==> config.mk <==
export PLATFORM = sky130hd
export DESIGN_NAME = rspc_gain
export DESIGN_NICKNAME = d
export VERILOG_FILES = /design/src/rspc_pkg.sv /design/src/rspc_gain.sv
export SDC_FILE = /design/constraint.sdc
export NUM_CORES = 1
export LEC_CHECK = 0
export BUFFER_PORTS_ARGS = -buffer_cell sky130_fd_sc_hd__buf_2
export CAP_MARGIN = 10
export CELL_PAD_IN_SITES_DETAIL_PLACEMENT = 1
export CELL_PAD_IN_SITES_GLOBAL_PLACEMENT = 1
export CORE_MARGIN = 2
export CORE_UTILIZATION = 47
export CTS_CLUSTER_SIZE = 12
export DETAILED_ROUTE_END_ITERATION = 8
export PLACE_DENSITY = 0.8
export SYNTH_ARGS = -nofsm -noshare
export SYNTH_HDL_FRONTEND = slang
export SYNTH_SLANG_ARGS = --single-unit
==> constraint.sdc <==
create_clock -name clk -period 7.1 [get_ports clk]
set_clock_uncertainty 0.05 [all_clocks]
set_input_delay 1.42 -clock clk [delete_from_list [all_inputs] [get_ports clk]]
set_output_delay 1.42 -clock clk [all_outputs]
set_load 0.005 [all_outputs]
==> src/rspc_pkg.sv <==
// shared types and constants for the range scan polar to cartesian unit
package rspc_pkg;

  localparam int ANG_W      = 32;
  localparam int CFG_W      = 32;
  localparam int CFG_IDX_W  = 2;
  localparam int GATE_W     = 16;
  localparam int OUT_W      = 17;
  localparam int GAIN_W     = 20;
  localparam int MAX_STAGES = 24;

  localparam logic [GAIN_W-1:0] GAIN_Q20  = 20'd636751;
  localparam logic [OUT_W-1:0]  COORD_MAX = 17'd65535;

  typedef enum logic [CFG_IDX_W-1:0] {
    REG_MIN_RANGE   = 2'd0,
    REG_MAX_RANGE   = 2'd1,
    REG_START_ANGLE = 2'd2,
    REG_ANGLE_STEP  = 2'd3
  } cfg_reg_t;

  localparam logic [ANG_W-1:0] ATAN_UNITS [MAX_STAGES] = '{
    32'd536870912, 32'd316933406, 32'd167458907, 32'd85004756,
    32'd42667331,  32'd21354465,  32'd10679838,  32'd5340245,
    32'd2670163,   32'd1335087,   32'd667544,    32'd333772,
    32'd166886,    32'd83443,     32'd41722,     32'd20861,
    32'd10430,     32'd5215,      32'd2608,      32'd1304,
    32'd652,       32'd326,       32'd163,       32'd81
  };

endpackage

==> src/rspc_gain.sv <==
// cordic gain correction, rounding and saturation over two stages
module rspc_gain import rspc_pkg::*; #(
  parameter int XW = 34
) (
  input  logic                    clk,
  input  logic                    en,
  input  logic signed [XW-1:0]    x_i,
  output logic signed [OUT_W-1:0] q_o
);

  localparam int LO  = 17;
  localparam int PLW = LO + GAIN_W;
  localparam int PHW = XW - LO + GAIN_W + 1;
  localparam int SW  = XW + GAIN_W + 1;
  localparam int QW  = SW - 36;
  localparam int EW  = (QW > OUT_W + 1) ? QW : OUT_W + 1;

  logic [PLW-1:0]          p_lo_r;
  logic signed [PHW-1:0]   p_hi_r;
  logic [PLW-1:0]          p_lo_nxt;
  logic signed [PHW-1:0]   p_hi_nxt;
  logic [SW-1:0]           sum;
  logic signed [EW-1:0]    q_ext;
  logic signed [OUT_W-1:0] q_r;
  logic signed [OUT_W-1:0] q_nxt;

  always_comb begin
    p_lo_nxt = PLW'(x_i[LO-1:0]) * PLW'(GAIN_Q20);
    p_hi_nxt = PHW'($signed(x_i[XW-1:LO])) * $signed(PHW'(GAIN_Q20));
  end

  always_comb begin
    sum   = (SW'(p_hi_r) << LO) + SW'(p_lo_r) + SW'(36'h8_0000_0000);
    q_ext = EW'($signed(sum[SW-1:36]));
    if (q_ext > $signed(EW'(COORD_MAX))) begin
      q_nxt = $signed(COORD_MAX);
    end else if (q_ext < -$signed(EW'(COORD_MAX))) begin
      q_nxt = -$signed(COORD_MAX);
    end else begin
      q_nxt = q_ext[OUT_W-1:0];
    end
  end

  always_ff @(posedge clk) begin
    if (en) begin
      p_lo_r <= p_lo_nxt;
      p_hi_r <= p_hi_nxt;
      q_r    <= q_nxt;
    end
  end

  assign q_o = q_r;

endmodule

==> impl_metrics.csv <==
group,metric,value,unit
global_route,grt_overflow,0,
critical_path,cp-start-kind,"input port",
yosys,synth_area,16600,sq um
critical_path,cp-end-kind,"register",
yosys,synth_nets,2282,
cells_and_area,layout_common_cells,"inv_1, ha_1, fa_1",
yosys,yosys.area.top_type,"fa_1",
floorplan,dieArea,36900,sq um
clocking,cts.sinks,75,
clocking,cts-htree-levels,3,
timing,max_slew_margin,0.362,
timing,max_clock_freq,143,MHz
clocking,cts_tree,"done",
clocking,clk_pin_slew,60,ps
route,drcViolationCount,0,
cells_and_area,fillers,3921,
cells_and_area,areaGrowthSynthToFinish,14.7,%
route,detail_route.wl_per_cell,19.8,um
timing,finalSetupViolations,0,
critical_path,crit_path_end,"p_hi_r[32]",
route,vias_per_cell,5.20,
cells_and_area,drive_gt1_frac,0.149,
hold_path,hold_path_class,"reg2reg",
global_route,grt_pass1_vias,13900,
job,cap_violations,0,
timing,worst_pin_slew,956,ps
clocking,cts_buffers,9,
route,dr.first_iter.drc_count,642,
yosys,synth-edff-count,75,
yosys,syn_inst,1650,
timing,fin_crit_sh,0.983,
critical_path,reg2reg_slack,3340,ps
floorplan,coreArea,34700,sq um
yosys,synthTopCellsByArea,"fa_1, ha_1, edfxtp_1",
critical_path,critical_path_class,"in2reg",
critical_path,r2r_start,"p_hi_r[4]",
outcome,outcome,"finished, final reports clean",
yosys,ys_seq_area_frac,0.135,
timing,drv_slew,0,
floorplan,initial_core_util,0.479,
cells_and_area,antenna_cells,0,
placed_design,port_buffers,52,
global_route,grt_max_degree,76,
yosys,synth_warnings,0,
critical_path,cp.arrival,7010,ps
route,routed_wl,45800,um
clocking,insertion_delay,340,ps
floorplan,ios,53,
clocking,clock_path_buffers,2,
cells_and_area,design_area,19100,sq um
route,antenna_left,0,
yosys,syn_area_per_cell,10.1,sq um
global_route,antenna_found_initial,0,
yosys,synthDistinctLibCells,66,
yosys,synthArstFlopShare,0,
placed_design,post_dp_cell_area,18500,sq um
cells_and_area,nets,2487,
critical_path,cp_max_fo,2,
critical_path,reg2reg_depth,12,
placed_design,place.gp.congestion,0.921,
floorplan,die_width,192,um
placed_design,hpwl,40600,um
critical_path,critPathLaunch,"x_i[28]",
clocking,cts_hold_buf,0,
yosys,synth-seq-cells,75,
route,dr.pass1.iters,5,
clocking,clock-root-buffer,"clkbuf_16",
timing,report.final.hold_viol_count,0,
floorplan,fp.dieH,192,um
yosys,synthFlopType,"edfxtp_1",
timing,finalCriticalPeriod,6980,ps
critical_path,r2r_end,"q_o[2]",
global_route,grt_pass1_wl,72900,um
route,routed-via-count,12000,
cells_and_area,mostFrequentLayoutCell,"inv_1",
floorplan,rows,68,
yosys,yosysTopAreaCellShare,0.324,
global_route,track_usage,0.258,
critical_path,required,7130,ps
how the worst min path moves through the flow:
stage,to,startpoint,cells past startpoint,slack (ps)
3_3_place_gp,q_o[14],p_hi_r[33],2,680
5_1_grt,q_o[12],p_hi_r[36],1,740
4_1_cts,q_o[1],p_hi_r[36],1,710
3_5_place_dp,q_o[14],p_hi_r[33],2,690
6_report,q_o[14],p_hi_r[33],2,700
2_1_floorplan,q_o[14],p_hi_r[33],2,600
cell families (layout without fill, tap and decap cells):
family          after synthesis  in the layout  synth area share
xor+xnor                     62             62            0.0327
compound gates              218            218            0.0884
flops                        75             75             0.135
simple gates                183            183            0.0563
buf+inv                     515            725             0.116
mux                           1              1          0.000602
fa+ha+maj                   596            596             0.570
flip-flops by register name, summed over array words and instances (netlist names):
name	flops
p_hi_r	38
q_o	17
p_lo_r	20
final cells by class:
| cell class | instances | area [sq um] | share of cell area |
|---|---|---|---|
| Clock buffer | 9 | 225 | 0.0118 |
| Inverter | 508 | 1910 | 0.100 |
| Clock inverter | 7 | 100 | 0.00525 |
| Sequential cell | 75 | 2250 | 0.118 |
| Multi-Input combinational cell | 1060 | 12600 | 0.663 |
| Tap cell | 455 | 569 | 0.0299 |
| Timing Repair Buffer | 201 | 1380 | 0.0723 |
routing by layer:
layer | global-route usage | part of all wire | wire length, um
met2 | 0.463 | 0.51 | 23200
met3 | 0.0333 | 0.034 | 1570
met1 | 0.330 | 0.44 | 20100
met4 | 0.0587 | 0.021 | 953
met5 | 0 | 0 | 0
worst max-delay path, cell delays in order:
cell and delay [ps]:
buf_2 120, fa_1 550, inv_1 70, fa_1 480, fa_1 540, inv_1 60
fa_1 500, fa_1 540, inv_1 70, fa_1 560, inv_1 50, ha_1 300
a21o_1 190, a21o_1 180, a21oi_2 150, o221ai_2 120, a21oi_2 130, o21ai_2 90
o41ai_4 320, buf_4 190, o21ai_0 70, a21oi_1 210, xnor2_1 100
through the flow:
stage	util	hold slack, ps	setup WS, ps	setup TNS [ps]	cells
2_1_floorplan	-	600	107	0	1650
3_3_place_gp	0.533	676	-323	-3460	2296
3_5_place_dp	0.533	692	-519	-6310	2296
4_1_cts	0.544	706	7.99	0	2314
5_1_grt	0.549	743	-89.1	-236	2315
6_report	0.549	703	120	0	2315
Yosys cell counts, types with 12 or more instances:
| library cell | instances |
|---|---|
| xnor2_1 | 37 |
| nor2_1 | 50 |
| fa_1 | 269 |
| nand3_1 | 15 |
| xor2_1 | 25 |
| o21ai_0 | 37 |
| nand2_1 | 36 |
| a21oi_1 | 62 |
| inv_1 | 507 |
| a21o_1 | 25 |
| nor3_1 | 12 |
| ha_1 | 327 |
| edfxtp_1 | 75 |
repair_timing:
action,in CTS,in global routing
setup endpoints to repair,8,16
resized for setup,8,35
cloned,0,0
buffers inserted,2,1
pin swaps,6,30
Power is not shown: default switching activity piles up to over one toggle a cycle in this logic, so the estimate is an artifact.
