**src/rspc_pkg.sv**
```systemverilog
// shared types and constants for the range scan polar to cartesian unit
package rspc_pkg;

  localparam int ANG_W      = 32;
  localparam int CFG_W      = 32;
  localparam int CFG_IDX_W  = 2;
  localparam int GATE_W     = 16;
  localparam int OUT_W      = 17;
  localparam int GAIN_W     = 20;
  localparam int MAX_STAGES = 24;

  localparam logic [GAIN_W-1:0] GAIN_Q20  = 20'd636751;
  localparam logic [OUT_W-1:0]  COORD_MAX = 17'd65535;

  typedef enum logic [CFG_IDX_W-1:0] {
    REG_MIN_RANGE   = 2'd0,
    REG_MAX_RANGE   = 2'd1,
    REG_START_ANGLE = 2'd2,
    REG_ANGLE_STEP  = 2'd3
  } cfg_reg_t;

  localparam logic [ANG_W-1:0] ATAN_UNITS [MAX_STAGES] = '{
    32'd536870912, 32'd316933406, 32'd167458907, 32'd85004756,
    32'd42667331,  32'd21354465,  32'd10679838,  32'd5340245,
    32'd2670163,   32'd1335087,   32'd667544,    32'd333772,
    32'd166886,    32'd83443,     32'd41722,     32'd20861,
    32'd10430,     32'd5215,      32'd2608,      32'd1304,
    32'd652,       32'd326,       32'd163,       32'd81
  };

endpackage

```
**src/rspc_front.sv**
```systemverilog
// config registers, beam angle tracking, range gate and quadrant fold
module rspc_front import rspc_pkg::*; #(
  parameter int RANGE_BITS = 16,
  parameter int ANGLE_BITS = 32,
  parameter int XW         = 34
) (
  input  logic                  clk,
  input  logic                  rst_n,
  input  logic                  cfg_wr_en,
  input  logic [CFG_IDX_W-1:0]  cfg_index,
  input  logic [CFG_W-1:0]      cfg_wdata,
  input  logic                  en,
  input  logic                  in_valid,
  input  logic [RANGE_BITS-1:0] in_range_mm,
  input  logic                  in_range_invalid,
  input  logic                  in_scan_start,
  output logic                  v_o,
  output logic signed [XW-1:0]  x_o,
  output logic [ANG_W-1:0]      a_o
);

  localparam int CW = (RANGE_BITS > GATE_W) ? RANGE_BITS : GATE_W;
  localparam logic [ANG_W-1:0] ANGLE_MASK = {ANG_W{1'b1}} << (ANG_W - ANGLE_BITS);

  logic [GATE_W-1:0] min_range_r;
  logic [GATE_W-1:0] max_range_r;
  logic [ANG_W-1:0]  start_angle_r;
  logic [ANG_W-1:0]  angle_step_r;
  logic [ANG_W-1:0]  beam_angle_r;
  logic [ANG_W-1:0]  beam_angle_nxt;
  logic              v_r;
  logic signed [XW-1:0] x_r;
  logic [ANG_W-1:0]  a_r;

  logic [ANG_W-1:0]  cur_angle;
  logic [ANG_W-1:0]  masked_angle;
  logic              fold;
  logic              keep;
  logic [CW-1:0]     r_c;
  logic signed [XW-1:0] x_start;

  always_comb begin
    cur_angle      = in_scan_start ? start_angle_r : beam_angle_r;
    beam_angle_nxt = cur_angle + angle_step_r;
    masked_angle   = cur_angle & ANGLE_MASK;
    // second and third quadrant rotate by half a turn
    fold           = masked_angle[ANG_W-1] ^ masked_angle[ANG_W-2];
    r_c            = CW'(in_range_mm);
    keep           = !in_range_invalid && (r_c >= CW'(min_range_r))
                     && (r_c <= CW'(max_range_r));
    x_start        = XW'({in_range_mm, 16'b0});
  end

  always_ff @(posedge clk) begin
    if (!rst_n) begin
      min_range_r   <= GATE_W'(120);
      max_range_r   <= GATE_W'(10000);
      start_angle_r <= '0;
      angle_step_r  <= '0;
    end else if (cfg_wr_en) begin
      unique case (cfg_reg_t'(cfg_index))
        REG_MIN_RANGE:   min_range_r   <= cfg_wdata[GATE_W-1:0];
        REG_MAX_RANGE:   max_range_r   <= cfg_wdata[GATE_W-1:0];
        REG_START_ANGLE: start_angle_r <= cfg_wdata[ANG_W-1:0];
        REG_ANGLE_STEP:  angle_step_r  <= cfg_wdata[ANG_W-1:0];
        default: ;
      endcase
    end
  end

  always_ff @(posedge clk) begin
    if (!rst_n) begin
      beam_angle_r <= '0;
      v_r          <= 1'b0;
    end else if (en) begin
      v_r <= in_valid && keep;
      if (in_valid) begin
        beam_angle_r <= beam_angle_nxt;
      end
    end
  end

  always_ff @(posedge clk) begin
    if (en) begin
      x_r <= fold ? -x_start : x_start;
      a_r <= {masked_angle[ANG_W-1] ^ fold, masked_angle[ANG_W-2:0]};
    end
  end

  assign v_o = v_r;
  assign x_o = x_r;
  assign a_o = a_r;

endmodule

```
**config.mk**
```make
export PLATFORM = sky130hd
export DESIGN_NAME = rspc_front
export DESIGN_NICKNAME = d
export VERILOG_FILES = /design/src/rspc_pkg.sv /design/src/rspc_front.sv
export SDC_FILE = /design/constraint.sdc
export NUM_CORES = 1
export LEC_CHECK = 0
export BUFFER_PORTS_ARGS = -buffer_cell sky130_fd_sc_hd__buf_2
export CAP_MARGIN = 40
export CORE_MARGIN = 2
export CORE_UTILIZATION = 60
export CTS_CLUSTER_DIAMETER = 120
export DETAILED_ROUTE_END_ITERATION = 12
export HOLD_SLACK_MARGIN = 0.02
export PLACE_DENSITY = 0.82
export SLEW_MARGIN = 20
export SYNTH_ARGS = -nofsm -noshare
export SYNTH_HDL_FRONTEND = slang
export SYNTH_SLANG_ARGS = --single-unit
```
**constraint.sdc**
```tcl
create_clock -name clk -period 12.28 [get_ports clk]
set_input_delay 2.456 -clock clk [delete_from_list [all_inputs] [get_ports clk]]
set_output_delay 2.456 -clock clk [all_outputs]
set_load 0.03 [all_outputs]
```
==> results by stage <==
Run status:
- The flow ran to the end, and the final reports show no timing, DRC or antenna violations.

Timing:
- The post-route fraction of the period consumed by the critical path is 0.465.
- The worst slew margin relative to its limit is 0.440.
- Clock skew on the completed layout was measured at 0.00742 ns.
- Setup repair after global routing left no endpoint under its margin.
- Across all hold checks on the routed design, the worst slack comes to 0.449 ns.
- At the pin with the least slew margin, the transition time is 0.840 ns.
- The final count of pins violating max slew is 0.
- Based on the critical path, the design can be clocked at up to 0.175 GHz.
- In the final timing run, aggregate negative setup slack is 0 ns.
- The number of hold violations in the final report is 0.
- For the finished layout, the period the worst path requires is 5.70 ns.
- Setup violations remaining at the end of the flow were counted as 0.

Synthesis:
- The fraction of registers with async set/reset is 0.
- The per-instance average area after synthesis is 9.10 µm².
- After synthesis the netlist holds a flip-flop and latch count of 178.
- The share of the Yosys chip area taken by registers is 0.431.
- The synthesized netlist contains 60 unique library cells.
- The number of flops mapped to enable cells by yosys is 49.
- The number of synthesis warnings is 0.
- Among all flip-flop cells after synthesis, the most frequent one is dfxtp_1.
- Synthesis produced 1034 cells.
- The synthesized area is 9410 µm².

Final layout:
- Summing all non-filler instances in the final layout gives an area of 10700 µm².
- 0 antenna diodes ended up in the layout.
- The proportion of layout cells with a drive suffix above 1 is 0.166.
- Measured on the finished design, the core utilization comes to 0.698.
- The count of placed standard cells in the final layout, fillers left out is 1338.
- The library cell used most frequently in the layout, excluding fill and tap cells, is nand2_1.
- The top cell types in the final layout, fill and taps aside, are 233 x nand2_1, 129 x dfxtp_1, 107 x buf_2.
- The number of filler cells placed in the layout is 1171.
- From synthesis to final layout, the design area changed by 13.3%.
- The final-stage net count is 1236.

Placed design:
- Port buffering added 107 buffers.
- In this run the cell area measured after placement is 10000 µm².
- The routability congestion estimate from global placement is 0.924.
- The post-placement cell count is 1306.
- The HPWL after detailed placement is 15500 µm.

Clock tree:
- The clock transition time at the flip-flop clock pins of the worst setup and hold paths is 0.07 ns.
- The number of buffers inserted during clock tree synthesis is 17.
- After clock tree synthesis, the flow added hold-fix buffers numbering 0.
- The H-tree was split into 4 levels.
- After clock tree synthesis, the repair step resized 0 gates.
- The clock tree from TritonCTS is done.
- The later-pin clock latency in the skew report is 0.43 ns.
- The tree built by TritonCTS fans out to 178 sinks.
- The cell sitting at the root of the clock tree is a clkbuf_16.
- In this run the deepest clock path goes through 2 buffers.
- Once the clock tree was built, the setup fixing pass inserted 0 buffers.

Worst setup path:
- The setup check on the worst reg-to-reg path leaves a slack of 9.09 ns.
- The critical path class is in -> reg.
- Measured in cells, the most critical reg-to-reg path has a length of 11.
- The start point of the critical path is in_scan_start.
- STA puts the critical path data arrival time at 6.00 ns.
- The endpoint identified for the worst register-to-register timing path is beam_angle_r[22].
- Along the worst path, the maximum fanout reaches 32.
- STA classifies the critical path startpoint as a primary input.
- The critical path endpoint is beam_angle_r[22].
- The startpoint identified for the worst register-to-register timing path is beam_angle_r[0].
- The category of the worst setup path capture point is a flop.
- At the worst endpoint, the required time is 12.58 ns.

Routing:
- In the final routed layout, each cell accounts on average for 16.7 µm.
- In this run, the number of DRC markers left after iteration 0 of detailed routing was 534.
- The sum of routed wire length over all layers is 22400 µm.
- The number of nets with antenna violations after detailed routing is 0.
- For this run, design rule violations remaining after detail routing come to 0.
- The average vias per placed instance is 5.68.
- The total number of vias is 7596.
- The length of the first detailed-routing pass in iterations is 5.

Global route:
- For this run the aggregate overflow at the end of global routing stands at 0.
- The first global-routing pass estimated 36900 µm of wire.
- The largest net degree at the start of global routing is 84.
- The overall routing resource usage is 0.280.
- The initial antenna violation count was 0.
- The via count of the first global-routing pass is 7384.

Power and ir drop:
- VDD sags by at most 0.0952 mV.
- The analysis attributes to net switching a power of 0.000355 W.
- The share of total power dissipated in combinational logic is 0.117.
- For this design the static power due to leakage is 4.55 nW.
- The part of the power in registers is 0.466.
- The share of total power dissipated in the clock network is 0.417.
- Power spread over the standard cell area amounts to 128 nW/µm².
- Cell internal power was estimated by the tool at 0.00101 W.
- Of the total power, the share spent switching nets is 0.260.

Die:
- The floorplan step defined a die boundary enclosing 16700 µm².
- The core box area is 15300 µm².
- The number of top-level pins is 124.
- For this configuration, the core starts out at a cell density of 0.617.
- The total number of placement rows is 45.
- The x dimension of the die is 129 µm.
- The die is 129 µm tall.

Min path:
- The worst hold path was traced through 2 stages.
- The tightest min-delay check is of the reg -> reg type.

Flow run:
- The number of max-capacitance violations reported is 0.
==> per-stage QoR <==
step           power, W  setup WS, ns
3_5_place_dp   0.000808          6.17
5_1_grt         0.00141          6.42
3_3_place_gp   0.000804          6.26
6_report        0.00137          6.58
2_1_floorplan  0.000757          6.63
4_1_cts         0.00137          6.62
==> cells in the mapped netlist (all sizes together) (2+ instances only) <==
library cell / number / area [µm²]
a311o: 2 / 20.0
inv: 40 / 150
nor2b: 8 / 50.1
o311a: 2 / 20.0
o21a: 7 / 52.6
a21boi: 91 / 683
dfxtp: 129 / 2580
o211a: 3 / 30.0
ha: 64 / 801
mux2i: 2 / 20.0
or3: 2 / 12.5
a21o: 32 / 241
a31oi: 7 / 50.1
edfxtp: 49 / 1470
and3: 6 / 38.8
a211oi: 6 / 45.0
buf: 18 / 133
nor4: 4 / 25.0
nand2: 233 / 875
o211ai: 13 / 97.6
o21ai: 41 / 205
a21oi: 49 / 245
xnor2: 14 / 123
nand3b: 2 / 15.0
xor2: 25 / 219
nand2b: 4 / 25.0
nor2: 25 / 93.8
o21bai: 2 / 15.0
nand4: 11 / 68.8
and2: 17 / 106
or4: 4 / 30.0
mux2: 31 / 349
nand3: 13 / 65.1
clkbuf: 51 / 191
nor3: 6 / 30.0
a41o: 2 / 20.0
==> power by group through the flow <==
stage | sequential (W) | clock (W) | combinational (W)
detailed placement | 0.000650 | 0 | 0.000158
global placement | 0.000650 | 0 | 0.000154
global route | 0.000639 | 0.000597 | 0.000176
CTS | 0.000637 | 0.000574 | 0.000160
floorplan | 0.000669 | 0 | 0.0000879
finish | 0.000637 | 0.000569 | 0.000160
==> worst max-delay path: stages <==
cell and delay [ns]:
buf_2 0.64, mux2_2 0.43, ha_1 0.22, fa_1 0.42, a21o_1 0.20, a221o_1 0.39
a221oi_2 0.37, a31oi_2 0.18, o21ai_1 0.25, and2b_1 0.21, xor2_1 0.15, o21ai_1 0.08
==> sequential cells by signal (all words and copies together) (netlist names) <==
register       cells
start_angle_r     32
angle_step_r      32
min_range_r       16
v_o                1
a_o               31
beam_angle_r      32
x_o               18
max_range_r       16
==> cells by family (layout without fill, tap and decap cells) <==
family,Yosys count,after routing,share of synthesized area
and+or+nand+nor,341,341,0.158
xor gates and xnor gates,39,39,0.0363
adders and majority gates,65,65,0.0872
muxes,33,33,0.0392
AOI/OAI and AO/OA,268,268,0.198
DFF,178,178,0.431
buffers and inverters,109,187,0.0504
other,1,16,0.000399
==> how the worst min path moves through the flow <==
| stage | start | endpoint | slack (ns) |
|---|---|---|---|
| 3_5_place_dp | beam_angle_r[28] | beam_angle_r[28] | 0.44 |
| 6_report | beam_angle_r[28] | beam_angle_r[28] | 0.45 |
| 2_1_floorplan | beam_angle_r[17] | beam_angle_r[17] | 0.42 |
| 3_3_place_gp | beam_angle_r[25] | beam_angle_r[25] | 0.44 |
| 5_1_grt | start_angle_r[10] | start_angle_r[10] | 0.49 |
| 4_1_cts | beam_angle_r[28] | beam_angle_r[28] | 0.45 |
==> metal layers <==
layer,global-route usage,up-vias,part of all wire
met3,0.0458,28,0.059
met4,0.0850,0,0.015
met1,0.384,3578,0.46
li1,-,3737,-
met5,0,-,0
met2,0.457,253,0.47
==> cell type report <==
| cell class | instances | area, µm² | area share |
|---|---|---|---|
| clock buffer | 19 | 443 | 0.0416 |
| multi-input combinational | 762 | 4950 | 0.464 |
| tap | 211 | 264 | 0.0248 |
| clock inverter | 13 | 174 | 0.0163 |
| inverter | 40 | 150 | 0.0141 |
| timing repair buffer | 115 | 623 | 0.0585 |
| sequential | 178 | 4050 | 0.380 |
No activity file was read; power rests on OpenSTA's default activity.
