$ cat src/rspc_pkg.sv
// shared types and constants for the range scan polar to cartesian unit
package rspc_pkg;

  localparam int ANG_W      = 32;
  localparam int CFG_W      = 32;
  localparam int CFG_IDX_W  = 2;
  localparam int GATE_W     = 16;
  localparam int OUT_W      = 17;
  localparam int GAIN_W     = 20;
  localparam int MAX_STAGES = 24;

  localparam logic [GAIN_W-1:0] GAIN_Q20  = 20'd636751;
  localparam logic [OUT_W-1:0]  COORD_MAX = 17'd65535;

  typedef enum logic [CFG_IDX_W-1:0] {
    REG_MIN_RANGE   = 2'd0,
    REG_MAX_RANGE   = 2'd1,
    REG_START_ANGLE = 2'd2,
    REG_ANGLE_STEP  = 2'd3
  } cfg_reg_t;

  localparam logic [ANG_W-1:0] ATAN_UNITS [MAX_STAGES] = '{
    32'd536870912, 32'd316933406, 32'd167458907, 32'd85004756,
    32'd42667331,  32'd21354465,  32'd10679838,  32'd5340245,
    32'd2670163,   32'd1335087,   32'd667544,    32'd333772,
    32'd166886,    32'd83443,     32'd41722,     32'd20861,
    32'd10430,     32'd5215,      32'd2608,      32'd1304,
    32'd652,       32'd326,       32'd163,       32'd81
  };

endpackage

$ cat src/rspc_cell.sv
// one rotation cell of the cordic chain
module rspc_cell import rspc_pkg::*; #(
  parameter int IDX = 0,
  parameter int XW  = 34
) (
  input  logic                 clk,
  input  logic                 rst_n,
  input  logic                 en,
  input  logic                 v_i,
  input  logic signed [XW-1:0] x_i,
  input  logic signed [XW-1:0] y_i,
  input  logic [ANG_W-1:0]     a_i,
  output logic                 v_o,
  output logic signed [XW-1:0] x_o,
  output logic signed [XW-1:0] y_o,
  output logic [ANG_W-1:0]     a_o
);

  localparam logic [ANG_W-1:0] ATAN_C = ATAN_UNITS[IDX];

  logic                 v_r;
  logic signed [XW-1:0] x_r;
  logic signed [XW-1:0] y_r;
  logic [ANG_W-1:0]     a_r;
  logic signed [XW-1:0] dx;
  logic signed [XW-1:0] dy;

  assign dx = y_i >>> IDX;
  assign dy = x_i >>> IDX;

  always_ff @(posedge clk) begin
    if (!rst_n) begin
      v_r <= 1'b0;
    end else if (en) begin
      v_r <= v_i;
    end
  end

  always_ff @(posedge clk) begin
    if (en) begin
      if (!a_i[ANG_W-1]) begin
        x_r <= x_i - dx;
        y_r <= y_i + dy;
        a_r <= a_i - ATAN_C;
      end else begin
        x_r <= x_i + dx;
        y_r <= y_i - dy;
        a_r <= a_i + ATAN_C;
      end
    end
  end

  assign v_o = v_r;
  assign x_o = x_r;
  assign y_o = y_r;
  assign a_o = a_r;

endmodule

$ cat config.mk
export PLATFORM = sky130hd
export DESIGN_NAME = rspc_cell
export DESIGN_NICKNAME = d
export VERILOG_FILES = /design/src/rspc_pkg.sv /design/src/rspc_cell.sv
export SDC_FILE = /design/constraint.sdc
export NUM_CORES = 1
export LEC_CHECK = 0
export ABC_AREA = 0
export BUFFER_PORTS_ARGS = -buffer_cell sky130_fd_sc_hd__buf_2
export CORE_ASPECT_RATIO = 1.25
export CORE_MARGIN = 2
export CORE_UTILIZATION = 51
export CTS_CLUSTER_DIAMETER = 30
export CTS_CLUSTER_SIZE = 20
export DETAILED_ROUTE_END_ITERATION = 7
export GPL_TIMING_DRIVEN = 0
export HOLD_SLACK_MARGIN = 0.08
export PLACE_DENSITY = 0.81
export REMOVE_ABC_BUFFERS = 1
export SKIP_CTS_REPAIR_TIMING = 1
export SYNTH_ARGS = -nofsm -noshare
export SYNTH_HDL_FRONTEND = slang
export SYNTH_SLANG_ARGS = --single-unit
$ cat constraint.sdc
create_clock -name clk -period 2.4 [get_ports clk]
set_input_delay 0.24 -clock clk [delete_from_list [all_inputs] [get_ports clk]]
set_output_delay 0.24 -clock clk [all_outputs]
set_load 0.02 [all_outputs]
==> impl_metrics.tcl, run 1 <==
set metrics [dict create \
    status "finished, violations left" \
    violations "setup timing" \
    cts_buffers 9 \
    synthesis.area_sq_um 8980 \
    drtPass1Iterations 5 \
    route.antenna.remaining_nets 0 \
    p_leak_uw 0.00513 \
    cp-start-kind "input pin" \
    min_path_cells 2 \
    cp.arrival_ns 2.74 \
    slew_violations 0 \
    grt_pass1_wl_um 39300 \
    worst_slack_ns -0.257 \
    worstPathMaxFanout 3 \
    period_minus_slack_ns 2.66 \
    cts-root-buf "clkbuf_16" \
    clk_latency_ns 0.35 \
    antenna_cells 0 \
    clock_skew_ns 0 \
    hpwl_um 19700 \
    hold_path.class "in2reg" \
    drt_iter0_markers 936 \
    finalSetupViolCount 25 \
    cts_tree "done" \
    vias 8975 \
    fin_crit_sh_pct 111 \
    maxCapViolCount 0 \
    critical_path_class "in2reg" \
    async_reset_ff_share_pct 0 \
    required_ns 2.48 \
    cts.sink_count 100 \
    first_global_vias 7819 \
    syn_inst 1011 \
    grt_max_degree 84 \
    fin_nets 1461 \
    synth-edff-count 99 \
    powerDensity_nw_per_um2 553 \
    rsz0062_at_grt "yes" \
    hold_violations 0 \
    die_w_um 123 \
    ys_ff_latch 100 \
    drc 0 \
    relSlewSlack_pct 33.4 \
    grtUsageTotal_pct 26.5 \
    dp.cells 1393 \
    area_growth_pct 33.9 \
    numPortBuffers 204 \
    die_h_um 152 \
    grt_antenna_before_repair 0 \
    fmax_mhz 376 \
    ys_seq_area_share_pct 33.3 \
    via_per_inst 6.05 \
    stdcell_count 1483 \
    htreeDepth 3 \
    drive_gt1_share_pct 32.5 \
    synth_cell_types 75 \
    wl_per_cell_um 19.1 \
    rr_worst_depth 2 \
    critPathCaptureType "flip-flop" \
    start_util_pct 51.7 \
    core_area_sq_um 17400 \
    gp_congestion 0.961 \
    cts_max_path_buffers 2 \
    row_count 54 \
    die-area_sq_um 18700 \
    ir_drop_v 0.000413 \
    ys_warn_count 0 \
    synth_ff_type "edfxtp_1" \
    routed_wl_um 28300 \
    synth.avg_cell_area_sq_um 8.88 \
    cts.reportedPaths.clkPinSlew_ns 0.08 \
    top_level_ports 205 \
    overflow 0 \
    final_area_sq_um 12000 \
    placed_area_sq_um 10100 \
    worst_pin_slew_ns 0.998 \
]
-- report_power, final --
group	switching (uW)	total (uW)	internal [uW]
Sequential	67.0	2320	2250
Combinational	1700	2810	1110
Clock	771	1530	755
Total	2540	6650	4120
-- cell families after synthesis --
family                   Yosys count  share of synthesized area (%)
adder cells (fa/ha/maj)          103                           14.7
buffers and inverters            153                           6.65
AO/OA/AOI/OAI                    322                           23.0
AND/OR/NAND/NOR                  252                           14.2
XOR/XNOR                          65                           6.34
multiplexers                      16                           1.78
flip-flops                       100                           33.3
-- state kept, by name, indices dropped and copies added (netlist names) --
register	cells
x_o	34
y_o	33
a_o	32
v_o	1
-- layout by cell type (no fill, tap or decap), types with 7 or more instances in the layout --
cell / synthesis / layout
a211oi_1: 12 / 8
a21o_1: 24 / 23
a21oi_1: 108 / 93
a21oi_2: 1 / 14
a31oi_1: 10 / 7
and2_1: 7 / 7
and3_1: 7 / 7
buf_2: 9 / 194
buf_4: 1 / 42
buf_6: 1 / 9
clkbuf_16: 0 / 9
dlygate4sd3_1: 0 / 29
edfxtp_1: 99 / 99
ha_1: 99 / 70
ha_4: 0 / 25
inv_1: 105 / 94
inv_2: 0 / 9
mux2i_1: 16 / 16
nand2_1: 46 / 44
nand2b_1: 8 / 8
nand3_1: 22 / 20
nand4_1: 11 / 11
nor2_1: 68 / 65
nor2b_1: 22 / 18
nor3_1: 22 / 17
o211ai_1: 10 / 10
o21a_1: 7 / 7
o21ai_0: 63 / 47
o21ai_1: 3 / 12
o21bai_1: 16 / 15
or3_1: 9 / 8
xnor2_1: 60 / 58
-- critical path, stage by stage --
cell	delay [ns]
buf_8	0.10
ha_4	0.16
fa_2	0.38
nor2b_4	0.15
o211ai_1	0.33
a31oi_4	0.19
buf_4	0.19
o2111ai_4	0.29
nand3_2	0.14
a21boi_2	0.23
o22ai_2	0.13
xnor2_2	0.19
-- synth_stat cells (3+ instances only) --
master / number / area, sq um
nor3_1: 22 / 110
a21oi_1: 108 / 541
a221oi_1: 4 / 35.0
and4_1: 3 / 26.3
a21o_1: 24 / 180
nor2_1: 68 / 255
o22ai_1: 4 / 25.0
fa_1: 4 / 80.1
ha_1: 99 / 1240
o221ai_1: 5 / 43.8
and2_1: 7 / 43.8
xnor2_1: 60 / 526
nor4_1: 9 / 56.3
a21boi_0: 6 / 45.0
edfxtp_1: 99 / 2970
o21bai_1: 16 / 120
or2_2: 5 / 31.3
buf_2: 9 / 45.0
nand3b_1: 3 / 22.5
buf_1: 8 / 30.0
o211ai_1: 10 / 75.1
inv_1: 105 / 394
o31ai_1: 9 / 67.6
a31oi_1: 10 / 62.6
a211o_1: 4 / 35.0
clkbuf_1: 28 / 105
a22oi_1: 5 / 37.5
o2111ai_1: 5 / 43.8
nand2_1: 46 / 173
a211oi_1: 12 / 90.1
and3_1: 7 / 43.8
nand2b_1: 8 / 50.1
mux2i_1: 16 / 160
o21a_1: 7 / 52.6
nand4_1: 11 / 68.8
xor2_1: 5 / 43.8
or3_1: 9 / 56.3
o21ai_1: 3 / 15.0
o21ai_0: 63 / 315
nand3_1: 22 / 110
nor2b_1: 22 / 138
-- layer usage --
metal	share of wire [%]	vias to the layer above	wire, um	global-route usage (%)
met1	38	4198	10600	34.3
met4	4.4	0	1250	10.1
li1	-	4128	-	-
met5	0	-	0	0
met2	50	544	14100	44.6
met3	8.2	105	2310	3.33
-- final timing paths --
kind                            slack (ns)                 to              from
worst min register to register        0.53   v_o$_SDFFE_PN0P_  v_o$_SDFFE_PN0P_
worst max register to register        1.81   v_o$_SDFFE_PN0P_  v_o$_SDFFE_PN0P_
worst min-delay path                  0.10   v_o$_SDFFE_PN0P_             rst_n
worst max-delay path                 -0.26  y_o[30]$_DFFE_PP_            x_i[0]
-- per-stage QoR --
step	setup TNS (ns)	utilization, %	setup slack, ns	total power [uW]	hold slack, ns
floorplan	-3.28	-	-0.335	3870	0.339
global placement	-53.00	58.1	-1.65	4610	0.417
detailed placement	-31.64	58.3	-1.06	4650	0.418
CTS	-14.49	60.1	-0.685	6160	0.0517
global route	-4.30	69.3	-0.290	6940	0.109
finish	-2.99	69.3	-0.257	6650	0.101
-- cell type report --
type	count	area [sq um]
Multi-Input combinational cell	758	6270
Fill cell	1327	5340
Sequential cell	100	2990
Timing Repair Buffer	279	1760
Inverter	106	403
Tap cell	224	280
Clock buffer	9	225
Clock inverter	7	91.3
Power figures use the tool's default switching activity.
==> run 2, diff against run 1 <==
--- a/config.mk
+++ b/config.mk
@@ -7,17 +7,18 @@
 export LEC_CHECK = 0
 export ABC_AREA = 0
 export BUFFER_PORTS_ARGS = -buffer_cell sky130_fd_sc_hd__buf_2
+export CELL_PAD_IN_SITES_DETAIL_PLACEMENT = 2
+export CELL_PAD_IN_SITES_GLOBAL_PLACEMENT = 2
 export CORE_ASPECT_RATIO = 1.25
 export CORE_MARGIN = 2
-export CORE_UTILIZATION = 51
+export CORE_UTILIZATION = 30
 export CTS_CLUSTER_DIAMETER = 30
 export CTS_CLUSTER_SIZE = 20
 export DETAILED_ROUTE_END_ITERATION = 7
 export GPL_TIMING_DRIVEN = 0
 export HOLD_SLACK_MARGIN = 0.08
-export PLACE_DENSITY = 0.81
+export PLACE_DENSITY = 0.8
 export REMOVE_ABC_BUFFERS = 1
-export SKIP_CTS_REPAIR_TIMING = 1
 export SYNTH_ARGS = -nofsm -noshare
 export SYNTH_HDL_FRONTEND = slang
 export SYNTH_SLANG_ARGS = --single-unit
==> impl_metrics.tcl, run 2 (synthesis results as in run 1) <==
set metrics [dict create \
    cp_common_cell "inv_1" \
    placed_area_sq_um 10400 \
    clock_skew_ns 0 \
    worst_pin_slew_ns 0.743 \
    hpwl_um 27700 \
    fin_crit_sh_pct 113 \
    die_w_um 159 \
    core_area_sq_um 29300 \
    area_growth_pct 47.3 \
    fmax_mhz 368 \
    cts.sink_count 100 \
    hold_path.class "in2reg" \
    route.antenna.remaining_nets 0 \
    required_ns 2.53 \
    cts-root-buf "clkbuf_16" \
    register_area_sq_um 2990 \
    multi_input_area_sq_um 6740 \
    hold_violations 0 \
    rsz0062_at_grt "yes" \
    final_common_cell "buf_2" \
    powerDensity_nw_per_um2 560 \
    overflow 0 \
    cp.arrival_ns 2.84 \
    antenna_cells 0 \
    gp_congestion 0.856 \
    top_level_ports 205 \
    status "finished, violations left" \
    slew_violations 0 \
    p_leak_uw 0.00553 \
    fin_nets 1511 \
    largest_register_ffs 34 \
    final_cell_mix "191 x buf_2, 99 x edfxtp_1, 93 x inv_1" \
    relSlewSlack_pct 50.2 \
    worst_slack_ns -0.317 \
    htreeDepth 3 \
    die_h_um 197 \
    vias 9681 \
    drt_iter0_markers 555 \
    cts_buffers 9 \
    grtUsageTotal_pct 25.0 \
    drtPass1Iterations 6 \
    start_util_pct 30.6 \
    row_count 70 \
    grt_antenna_before_repair 0 \
    path_cells "buf_2 -> inv_1 -> ha_4 -> inv_1 -> a21oi_1 -> nand3_1 -> o21ai_4 -> a21boi_2 -> buf_6 -> nor4_4 -> o22ai_2 -> xnor2_2" \
    period_minus_slack_ns 2.72 \
    wl_per_cell_um 27.4 \
    pre_cts_ws_ns -1.38 \
    ir_drop_v 0.000320 \
    critical_path_class "in2reg" \
    grt_max_degree 67 \
    worstPathMaxFanout 11 \
    critPathCaptureType "flip-flop" \
    finalSetupViolCount 39 \
    routed_wl_um 46800 \
    fillers 3078 \
    clk_latency_ns 0.39 \
    first_global_vias 10200 \
    cts_tree "done" \
    violations "setup timing" \
    grt_pass1_wl_um 60900 \
    drc 0 \
    drive_gt1_share_pct 39.7 \
    cts_max_path_buffers 2 \
    via_per_inst 5.68 \
    numPortBuffers 204 \
    critPathMaxStageDelay_ns 0.38 \
    crit_slowest_cell "o21ai_4" \
    maxCapViolCount 0 \
    die-area_sq_um 31300 \
    cp-start-kind "input pin" \
    final_area_sq_um 13200 \
    cts.reportedPaths.clkPinSlew_ns 0.09 \
]
## run 2: cell count changes in the layout (fill, tap and decap cells not counted), sizes merged
cell	delta
buf	+49
dlygate4sd3	+1
## run 2: final cells by class
cell class              count  share of cell area, %
clock inverters             7                  0.671
clock buffers               9                   1.70
well taps                 396                   3.74
repair buffers            329                   17.2
multi-input cells         758                   50.9
inverters                 106                   3.10
flip-flops and latches    100                   22.6
## run 2: worst paths after layout
kind,end,slack (ns),start,cells past startpoint
worst max-delay path,x_o[27]$_DFFE_PP_,-0.32,x_i[8],12
worst min-delay path,a_o[29]$_DFFE_PP_,0.13,a_i[29],2
worst max register to register,v_o$_SDFFE_PN0P_,1.73,v_o$_SDFFE_PN0P_,2
worst min register to register,v_o$_SDFFE_PN0P_,0.61,v_o$_SDFFE_PN0P_,2
## run 2: where the power goes
part	switching, uW	internal (uW)
registers	82.2	2250
logic	2120	1310
clock network	889	755
total	3090	4310
## run 2: routing by layer
layer / GRT usage, % / routed length, um / vias to the layer above
met5: 0 / 0 / -
met4: 11.8 / 2690 / 0
met3: 3.09 / 1770 / 154
met2: 47.9 / 25000 / 385
met1: 27.4 / 17400 / 4927
li1: - / - / 4215
## run 2: per-stage QoR
step / cells / hold WS (ns) / TNS, ns / power (uW) / utilization (%)
2_1_floorplan: 964 / 0.339 / -3.28 / 3870 / -
3_3_place_gp: 1564 / 0.417 / -73.26 / 4710 / 35.1
3_5_place_dp: 1567 / 0.419 / -41.36 / 4830 / 35.4
4_1_cts: 1647 / 0.101 / -1.75 / 6830 / 41.2
5_1_grt: 1705 / 0.133 / -6.87 / 7660 / 45.1
6_report: 1705 / 0.127 / -4.94 / 7410 / 45.1
## run 2: worst max-delay path: cells and delay by family
kind	cells	cell delay, ns
buffers and inverters	4	0.51
AOI/OAI and AO/OA	4	0.88
and+or+nand+nor	2	0.66
xor gates and xnor gates	1	0.18
adders and majority gates	1	0.36
## run 2: repair_timing
action / in CTS / in global routing
pin swaps: 45 / 96
setup endpoints to repair: 44 / 44
gates resized for setup: 184 / 144
hold buffers: 30 / 0
endpoints found under the hold margin: 30 / 0
buffers inserted: 34 / 60
